## src/hdl/cchm_pkg.sv

```systemverilog
`default_nettype none

package cchm_pkg;

	localparam int ADDRESS_BITS    = 32;
	localparam int COUNTER_BITS    = 32;
	localparam int MAX_BLOCKS_DEF  = 64;
	localparam int BLOCK_BYTES_DEF = 64;

	localparam int LOG_W      = 4;
	localparam int CFG_IDX_W  = 2;
	localparam int CFG_DATA_W = 4;

	localparam logic [LOG_W-1:0] SIZE_LOG2_MIN = 4'd7;
	localparam logic [LOG_W-1:0] SIZE_LOG2_MAX = 4'd12;
	localparam logic [LOG_W-1:0] SIZE_LOG2_RST = 4'd12;

	localparam logic [CFG_IDX_W-1:0] REG_MAPPING   = 2'd0;
	localparam logic [CFG_IDX_W-1:0] REG_SPLIT     = 2'd1;
	localparam logic [CFG_IDX_W-1:0] REG_SIZE_LOG2 = 2'd2;

	typedef struct packed {
		logic             assoc;
		logic             split;
		logic [LOG_W-1:0] size_log2;
	} cfg_t;

	typedef struct packed {
		logic done;
		logic hit;
		logic data;
	} res_t;

endpackage

`default_nettype wire

```

## src/hdl/cache_hit_miss_model_core.sv

```systemverilog
`default_nettype none

// Cache tag-store model: each request (address, access_kind) taken on start while busy is
// low gives one result, shown for exactly one cycle with done high; the receiver cannot stall
// and must take it then. A direct-mapped lookup reads and compares the one indexed entry.
// A fully associative lookup reads the tag RAM one entry per cycle through one comparator
// and stops at the first hit, or after all n entries on a miss, where n is the number of
// blocks in the cache or half. A new request may be given in the cycle that shows the
// result. Valid bits sit in flip-flops, so no clearing pass follows reset.
// Configuration is written through cfg_valid/cfg_ready while busy is low; any write to a
// defined register invalidates all entries and keeps the counters. MAX_BLOCKS and BLOCK_BYTES
// must be powers of two.
module cache_hit_miss_model_core #(
	parameter int MAX_BLOCKS  = cchm_pkg::MAX_BLOCKS_DEF,
	parameter int BLOCK_BYTES = cchm_pkg::BLOCK_BYTES_DEF
) (
	input  wire logic                               clk,
	input  wire logic                               arst_n,
	input  wire logic                               start,
	output logic                                    busy,
	input  wire logic [cchm_pkg::ADDRESS_BITS-1:0]  address,
	input  wire logic                               access_kind,
	output logic                                    done,
	output logic                                    hit,
	output logic      [cchm_pkg::COUNTER_BITS-1:0]  access_count,
	output logic      [cchm_pkg::COUNTER_BITS-1:0]  total_hits,
	output logic      [cchm_pkg::COUNTER_BITS-1:0]  data_hits,
	output logic      [cchm_pkg::COUNTER_BITS-1:0]  inst_hits,
	input  wire logic                               cfg_valid,
	output logic                                    cfg_ready,
	input  wire logic [cchm_pkg::CFG_IDX_W-1:0]     cfg_index,
	input  wire logic [cchm_pkg::CFG_DATA_W-1:0]    cfg_data
);

	localparam int CW = cchm_pkg::COUNTER_BITS;

	cchm_pkg::cfg_t cfg_q;
	cchm_pkg::res_t res;
	logic           eng_busy;
	logic           cfg_wr;
	logic           clear;
	logic           start_acc;
	logic           done_q;
	logic           hit_q;
	logic [CW-1:0]  acc_q;
	logic [CW-1:0]  tot_q;
	logic [CW-1:0]  dat_q;
	logic [CW-1:0]  ins_q;

	assign cfg_ready = !eng_busy;
	assign cfg_wr    = cfg_valid && cfg_ready;
	assign clear     = cfg_wr && ((cfg_index == cchm_pkg::REG_MAPPING) ||
		(cfg_index == cchm_pkg::REG_SPLIT) || (cfg_index == cchm_pkg::REG_SIZE_LOG2));
	assign start_acc = start && !eng_busy;

	always_ff @(posedge clk or negedge arst_n) begin
		if (!arst_n) begin
			cfg_q.assoc     <= 1'b0;
			cfg_q.split     <= 1'b0;
			cfg_q.size_log2 <= cchm_pkg::SIZE_LOG2_RST;
		end else if (cfg_wr) begin
			case (cfg_index)
				cchm_pkg::REG_MAPPING:   cfg_q.assoc     <= cfg_data[0];
				cchm_pkg::REG_SPLIT:     cfg_q.split     <= cfg_data[0];
				cchm_pkg::REG_SIZE_LOG2: cfg_q.size_log2 <= cfg_data;
				default: begin
				end
			endcase
		end
	end

	cchm_engine #(
		.MAX_BLOCKS  (MAX_BLOCKS),
		.BLOCK_BYTES (BLOCK_BYTES)
	) u_engine (
		.clk         (clk),
		.arst_n      (arst_n),
		.start       (start_acc),
		.address     (address),
		.access_kind (access_kind),
		.cfg         (cfg_q),
		.clear       (clear),
		.busy        (eng_busy),
		.res         (res)
	);

	always_ff @(posedge clk or negedge arst_n) begin
		if (!arst_n) begin
			done_q <= 1'b0;
			hit_q  <= 1'b0;
			acc_q  <= '0;
			tot_q  <= '0;
			dat_q  <= '0;
			ins_q  <= '0;
		end else begin
			done_q <= res.done;
			if (res.done) begin
				hit_q <= res.hit;
				acc_q <= acc_q + CW'(1);
				if (res.hit) begin
					tot_q <= tot_q + CW'(1);
					if (cfg_q.split && res.data) begin
						dat_q <= dat_q + CW'(1);
					end
					if (cfg_q.split && !res.data) begin
						ins_q <= ins_q + CW'(1);
					end
				end
			end
		end
	end

	assign busy         = eng_busy;
	assign done         = done_q;
	assign hit          = hit_q;
	assign access_count = acc_q;
	assign total_hits   = tot_q;
	assign data_hits    = dat_q;
	assign inst_hits    = ins_q;

endmodule

`default_nettype wire

```

## src/hdl/cchm_tag_ram.sv

```systemverilog
`default_nettype none

module cchm_tag_ram #(
	parameter int DEPTH = cchm_pkg::MAX_BLOCKS_DEF,
	parameter int WIDTH = cchm_pkg::ADDRESS_BITS
) (
	input  wire logic                     clk,
	input  wire logic                     wr_en,
	input  wire logic [$clog2(DEPTH)-1:0] wr_addr,
	input  wire logic [WIDTH-1:0]         wr_data,
	input  wire logic                     rd_en,
	input  wire logic [$clog2(DEPTH)-1:0] rd_addr,
	output logic      [WIDTH-1:0]         rd_data
);

	logic [WIDTH-1:0] mem [DEPTH];

	always_ff @(posedge clk) begin
		if (wr_en) begin
			mem[wr_addr] <= wr_data;
		end
	end

	always_ff @(posedge clk) begin
		if (rd_en) begin
			rd_data <= mem[rd_addr];
		end
	end

endmodule

`default_nettype wire

```

## src/hdl/cchm_engine.sv

```systemverilog
`default_nettype none

module cchm_engine #(
	parameter int MAX_BLOCKS  = cchm_pkg::MAX_BLOCKS_DEF,
	parameter int BLOCK_BYTES = cchm_pkg::BLOCK_BYTES_DEF
) (
	input  wire logic                            clk,
	input  wire logic                            arst_n,
	input  wire logic                            start,
	input  wire logic [cchm_pkg::ADDRESS_BITS-1:0] address,
	input  wire logic                            access_kind,
	input  wire cchm_pkg::cfg_t                  cfg,
	input  wire logic                            clear,
	output logic                                 busy,
	output cchm_pkg::res_t                       res
);

	localparam int IDX_W    = $clog2(MAX_BLOCKS);
	localparam int CNT_W    = IDX_W + 1;
	localparam int BLK_LOG2 = $clog2(BLOCK_BYTES);
	localparam int TAG_W    = cchm_pkg::ADDRESS_BITS - BLK_LOG2;
	localparam int LW       = cchm_pkg::LOG_W;

	typedef enum logic [2:0] {
		ST_IDLE = 3'b001,
		ST_SCAN = 3'b010,
		ST_DONE = 3'b100
	} state_t;

	state_t            state_q;
	logic [TAG_W-1:0]  blk_q;
	logic              kind_q;
	logic              fa_q;
	logic [IDX_W-1:0]  s_q;
	logic [CNT_W-1:0]  len_q;
	logic [CNT_W-1:0]  cnt_q;
	logic              pend_q;
	logic              vld_q;
	logic              hit_q;
	logic [MAX_BLOCKS-1:0] valid_q;
	logic [IDX_W-1:0]  uptr_q;
	logic [IDX_W-1:0]  dptr_q;
	logic [IDX_W-1:0]  iptr_q;

	logic [LW-1:0]     lgc;
	logic [LW-1:0]     tlog_raw;
	logic [LW-1:0]     tlog;
	logic [CNT_W-1:0]  n_u;
	logic [CNT_W-1:0]  n_h;
	logic [CNT_W-1:0]  n_sel;
	logic [IDX_W-1:0]  base;
	logic [IDX_W-1:0]  mask;
	logic [TAG_W-1:0]  blk;
	logic [IDX_W-1:0]  ptr_sel;
	logic [CNT_W-1:0]  ptr_inc;
	logic [IDX_W-1:0]  ptr_next;
	logic              rd_en;
	logic [IDX_W-1:0]  rd_addr;
	logic [TAG_W-1:0]  rd_data;
	logic              match;
	logic              last;
	logic              wr_en;
	logic [IDX_W-1:0]  wr_addr;

	always_comb begin
		if (cfg.size_log2 < cchm_pkg::SIZE_LOG2_MIN) begin
			lgc = cchm_pkg::SIZE_LOG2_MIN;
		end else if (cfg.size_log2 > cchm_pkg::SIZE_LOG2_MAX) begin
			lgc = cchm_pkg::SIZE_LOG2_MAX;
		end else begin
			lgc = cfg.size_log2;
		end
		if (lgc > LW'(BLK_LOG2 + 1)) begin
			tlog_raw = lgc - LW'(BLK_LOG2);
		end else begin
			tlog_raw = LW'(1);
		end
		if (tlog_raw > LW'(IDX_W)) begin
			tlog = LW'(IDX_W);
		end else begin
			tlog = tlog_raw;
		end
	end

	assign n_u   = CNT_W'(1) << tlog;
	assign n_h   = CNT_W'(1) << (tlog - LW'(1));
	assign n_sel = cfg.split ? n_h : n_u;
	assign base  = (cfg.split && !access_kind) ? n_h[IDX_W-1:0] : '0;
	assign mask  = IDX_W'(n_sel - CNT_W'(1));
	assign blk   = address[cchm_pkg::ADDRESS_BITS-1:BLK_LOG2];

	// single shared comparator, one stored tag per cycle
	assign rd_en   = (state_q == ST_SCAN) && (cnt_q < len_q);
	assign rd_addr = s_q + cnt_q[IDX_W-1:0];
	assign match   = pend_q && vld_q && (rd_data == blk_q);
	assign last    = pend_q && (cnt_q == len_q);
	assign wr_en   = (state_q == ST_SCAN) && last && !match;

	always_comb begin
		if (!cfg.split) begin
			ptr_sel = uptr_q;
		end else if (kind_q) begin
			ptr_sel = dptr_q;
		end else begin
			ptr_sel = iptr_q;
		end
	end

	assign ptr_inc  = {1'b0, ptr_sel} + CNT_W'(1);
	assign ptr_next = (ptr_inc == len_q) ? '0 : ptr_inc[IDX_W-1:0];
	assign wr_addr  = fa_q ? s_q + ptr_sel : s_q;

	cchm_tag_ram #(
		.DEPTH (MAX_BLOCKS),
		.WIDTH (TAG_W)
	) u_ram (
		.clk     (clk),
		.wr_en   (wr_en),
		.wr_addr (wr_addr),
		.wr_data (blk_q),
		.rd_en   (rd_en),
		.rd_addr (rd_addr),
		.rd_data (rd_data)
	);

	always_ff @(posedge clk or negedge arst_n) begin
		if (!arst_n) begin
			state_q <= ST_IDLE;
			cnt_q   <= '0;
			pend_q  <= 1'b0;
			hit_q   <= 1'b0;
		end else begin
			case (state_q)
				ST_IDLE: begin
					if (start) begin
						cnt_q   <= '0;
						pend_q  <= 1'b0;
						state_q <= ST_SCAN;
					end
				end
				ST_SCAN: begin
					pend_q <= rd_en;
					cnt_q  <= cnt_q + CNT_W'(rd_en);
					if (match) begin
						hit_q   <= 1'b1;
						state_q <= ST_DONE;
					end else if (last) begin
						hit_q   <= 1'b0;
						state_q <= ST_DONE;
					end
				end
				ST_DONE: begin
					state_q <= ST_IDLE;
				end
				default: begin
					state_q <= ST_IDLE;
				end
			endcase
		end
	end

	always_ff @(posedge clk) begin
		if (state_q == ST_IDLE && start) begin
			blk_q  <= blk;
			kind_q <= access_kind;
			fa_q   <= cfg.assoc;
			if (cfg.assoc) begin
				s_q   <= base;
				len_q <= n_sel;
			end else begin
				s_q   <= base + (blk[IDX_W-1:0] & mask);
				len_q <= CNT_W'(1);
			end
		end
		if (rd_en) begin
			vld_q <= valid_q[rd_addr];
		end
	end

	always_ff @(posedge clk or negedge arst_n) begin
		if (!arst_n) begin
			valid_q <= '0;
			uptr_q  <= '0;
			dptr_q  <= '0;
			iptr_q  <= '0;
		end else if (clear) begin
			valid_q <= '0;
			uptr_q  <= '0;
			dptr_q  <= '0;
			iptr_q  <= '0;
		end else if (wr_en) begin
			valid_q[wr_addr] <= 1'b1;
			if (fa_q) begin
				if (!cfg.split) begin
					uptr_q <= ptr_next;
				end else if (kind_q) begin
					dptr_q <= ptr_next;
				end else begin
					iptr_q <= ptr_next;
				end
			end
		end
	end

	assign busy     = (state_q != ST_IDLE);
	assign res.done = (state_q == ST_DONE);
	assign res.hit  = hit_q;
	assign res.data = kind_q;

	a_start_scan: assert property (@(posedge clk) disable iff (!arst_n)
		(state_q == ST_IDLE && start) |=> (state_q == ST_SCAN && cnt_q == '0))
		else $error("accepted request did not start a scan");

	a_done_idle: assert property (@(posedge clk) disable iff (!arst_n)
		(state_q == ST_DONE) |=> (state_q == ST_IDLE))
		else $error("result state held longer than one cycle");

	a_scan_bound: assert property (@(posedge clk) disable iff (!arst_n)
		(state_q == ST_SCAN) |-> (cnt_q <= len_q))
		else $error("scan issued more reads than entries");

	a_uptr_range: assert property (@(posedge clk) disable iff (!arst_n)
		({1'b0, uptr_q} < n_u))
		else $error("unified replacement pointer out of range");

	a_half_ptr_range: assert property (@(posedge clk) disable iff (!arst_n)
		({1'b0, dptr_q} < n_h) && ({1'b0, iptr_q} < n_h))
		else $error("split replacement pointer out of range");

endmodule

`default_nettype wire

```

## config.mk

```make
export PLATFORM = sky130hd
export DESIGN_NAME = cache_hit_miss_model_core
export DESIGN_NICKNAME = d
export VERILOG_FILES = /design/src/hdl/cchm_pkg.sv /design/src/hdl/cache_hit_miss_model_core.sv /design/src/hdl/cchm_tag_ram.sv /design/src/hdl/cchm_engine.sv
export SDC_FILE = /design/constraint.sdc
export NUM_CORES = 2
export LEC_CHECK = 0
export BUFFER_PORTS_ARGS = -buffer_cell sky130_fd_sc_hd__buf_2
export CAP_MARGIN = 15
export CELL_PAD_IN_SITES_DETAIL_PLACEMENT = 1
export CELL_PAD_IN_SITES_GLOBAL_PLACEMENT = 1
export CORE_MARGIN = 2
export CORE_UTILIZATION = 59
export DETAILED_ROUTE_END_ITERATION = 8
export PLACE_DENSITY_LB_ADDON = 0.1
export SETUP_SLACK_MARGIN = 0.3
export SLEW_MARGIN = 5
export SYNTH_ARGS = -nofsm -noshare
export SYNTH_HDL_FRONTEND = slang
export SYNTH_HIERARCHICAL = 1
export SYNTH_SLANG_ARGS = --single-unit
```

## constraint.sdc

```tcl
create_clock -name clk -period 9.4 [get_ports clk]
set_clock_uncertainty 0.05 [all_clocks]
set_input_delay 0.94 -clock clk [delete_from_list [all_inputs] [get_ports clk]]
set_output_delay 0.94 -clock clk [all_outputs]
set_load 0.02 [all_outputs]
```

==> impl_metrics.toml <==
[timing]
tns_ps = 0
rsz0062_at_grt = "false"
finalCriticalPeriod_ps = 6128
max_freq_mhz = 163.2
worstMarginPinSlew_ps = 1174
slew_violations = 0
setup_viol = 0
hold_viol = 0
slew_headroom = 0.2153
fin_crit_sh = 0.6520

[synthesis]
synth-seq-cells = 1962
syn_inst = 4085
syn-num-nets = 4162
synth_top_cells_by_count = "edfxtp_1 (1732), mux4_2 (383), mux2i_1 (233)"
synthTopCellsByArea = "edfxtp_1 (67%), mux4_2 (11%), dfrtp_1 (7.3%)"
synth_edf_count = 1732
ys_seq_area_frac = 0.7396
async_flop_share = 0.1172
syn_area_per_cell_um2 = 19.12
synth_most_common_cell = "edfxtp_1"
ys.warnings.count = 6
synth_top_area_cell = "edfxtp_1"
ys_types = 79
synth_top_area_frac = 0.6658
synthFlopType = "edfxtp_1"
synth_area_um2 = 78110

[route]
avgViaCountPerCell = 6.679
routed_wirelength_um = 206600
wl_met3_um = 16730
dr.pass1.iters = 5
wl_per_cell_um = 33.11
dr_total_vias = 41680
first_iter_violations = 4635
wl_met1_um = 80410
route.met2.wl_um = 100600
top_layer = "met5"
post-route-drc-count = 0
ant_nets = 0

[floorplan]
die_w_um = 367.9
die_area_um2 = 135300
core_area_um2 = 131500
fp-row-count = 133
initial_core_util = 0.5942
die_h_um = 367.9
io_pins = 175

[layout]
syn2layout_area_growth_pct = 11.84
nets = 4403
drive_gt1_frac = 0.2300
fin_cells = 6240

[placed_design]
gp_congestion = 0.8456
dp_hpwl_um = 119600
io_buffers = 168
dp.cells = 5882

[grt]
grt_max_degree = 113
grt_overflow = 0
antenna_found_initial = 16
grtUsageTotal = 0.3086
grt_pass1_vias = 42938
grt_pass1_wl_um = 301500

[power_and_ir_drop]
peakVddDrop_v = 0.0002484
p_leak_nw = 29.77
powerDensity_nw_per_um2 = 268.8

[clock_network]
cts_tree = "yes"
cts-hold-fix-buffers = 0
clockRootBuffer = "clkbuf_16"
clock_path_buffers = 3
cts_buffers = 193
cts_sinks = 1962
post_cts_buffers = 0
path_clk_slew_ps = 60
h-tree-depth = 4
clock_latency_ps = 820
cts-resized-gates = 0

[setup_path]
arrival_ps = 6570
rr_worst_depth = 12
crit_type = "flip-flop to flip-flop"
critPathMaxFanout = 17
cp_data_required_time_ps = 9840
end_kind = "flip-flop"
startpoint_type = "flip-flop"

[hold_path]
hold_class = "input port to asynchronous set/reset pin"

[run]
maxCapViolCount = 0

[outcome]
status = "complete, no violations"
==> worst paths after layout <==
| kind | end | slack [ps] | start |
|---|---|---|---|
| min in group clk | u_engine/blk_q[17] | 260 | address[23] |
| max in group asynchronous | data_hits[28] | 7710 | arst_n |
| hold / removal | total_hits[22] | 90 | arst_n |
| setup / recovery | u_engine/u_ram/mem[58][14] | 3270 | u_engine/kind_q |
| setup reg to reg | u_engine/u_ram/mem[58][14] | 3270 | u_engine/kind_q |
| hold reg to reg | access_count[31] | 410 | access_count[31] |
==> worst max-delay path: stages (launching register included) <==
cell and delay [ps]:
edfxtp_1 750, mux2i_1 280, a21o_1 250, clkinv_2 160
ha_1 250, fa_1 410, xnor2_1 170, a21o_1 290
clkinv_1 690, nor2b_1 380, nand2_1 730, nor2_2 960
buf_4 400
==> state kept, by name, summed over array words and instances, names as in the netlist <==
signal	cells
access_count	32
cfg_q	6
data_hits	32
done	1
hit	1
inst_hits	32
total_hits	32
u_engine/blk_q	26
u_engine/cnt_q	7
u_engine/dptr_q	6
u_engine/fa_q	1
u_engine/hit_q	1
u_engine/iptr_q	6
u_engine/kind_q	1
u_engine/len_q	7
u_engine/pend_q	1
u_engine/s_q	6
u_engine/state_q	3
u_engine/u_ram/mem	1664
u_engine/u_ram/rd_data	26
u_engine/uptr_q	6
u_engine/valid_q	64
u_engine/vld_q	1
==> report_power, final <==
group / leakage, nW / internal (W) / switching [W]
registers: 18.8 / 0.00999 / 0.000138
clock network: 2.95 / 0.00411 / 0.00329
logic: 8.05 / 0.00211 / 0.00385
total: 29.8 / 0.0162 / 0.00728
==> cell usage in the layout, fill, tap and decap left out, types with 8 or more instances in the layout <==
cell and n:
o22ai_1 58, nor3_1 34, and2_1 11, nand2b_1 11, nor2b_1 11, clkinv_1 48, clkinv_2 35, nor4_1 18
nor2_2 16, nor2_4 47, a22oi_1 84, clkbuf_8 8, o21ai_0 56, mux2_2 10, mux2i_1 233, ha_1 30
mux4_2 383, xor2_1 64, nand2_1 96, bufinv_16 9, edfxtp_1 1732, nand4_1 65, a211oi_1 19, a31oi_1 100
dfrtp_1 227, and4_1 9, buf_12 8, a21oi_1 24, and3_1 35, buf_4 81, xnor2_1 106, inv_1 36
clkbuf_16 194, o31ai_1 21, nand3_1 66, buf_2 169, clkbuf_1 39, nor2_1 127, a21o_1 27
==> per-layer routing <==
| metal | up-vias | track usage |
|---|---|---|
| met5 | - | 0 |
| met4 | 6 | 0.1225 |
| met3 | 370 | 0.05595 |
| met2 | 1920 | 0.4922 |
| met1 | 22285 | 0.4287 |
| li1 | 17099 | - |
==> logic make-up after synthesis <==
group | Yosys count | share of synthesized area
compound gates | 429 | 0.03660
xor+xnor | 176 | 0.01991
fa+ha+maj | 34 | 0.005734
buf+inv | 256 | 0.01663
flops | 1962 | 0.7396
mux | 628 | 0.1420
simple gates | 600 | 0.03952
==> final cells by class <==
| cell class | count | area (um^2) |
|---|---|---|
| Multi-Input combinational cell | 1867 | 19560 |
| Antenna cell | 2 | 5.005 |
| Timing Repair Buffer | 260 | 1640 |
| Clock inverter | 111 | 923.4 |
| Clock buffer | 241 | 5111 |
| Inverter | 42 | 158.9 |
| Fill cell | 10783 | 44100 |
| Tap cell | 1755 | 2196 |
| Sequential cell | 1962 | 57770 |
==> through the flow <==
stage	cell area [um^2]	hold WS (ps)	setup WS (ps)	util	power (W)
CTS	87330	134.8	3398	0.6643	0.02353
detailed placement	81300	404.8	3417	0.6184	0.01616
global placement	81300	401.3	3578	0.6184	0.01600
global route	87360	179.0	3034	0.6645	0.02416
finish	87360	90.52	3272	0.6645	0.02349
floorplan	78110	397.0	4098	-	0.01412
No activity file was read; power rests on OpenSTA's default activity.
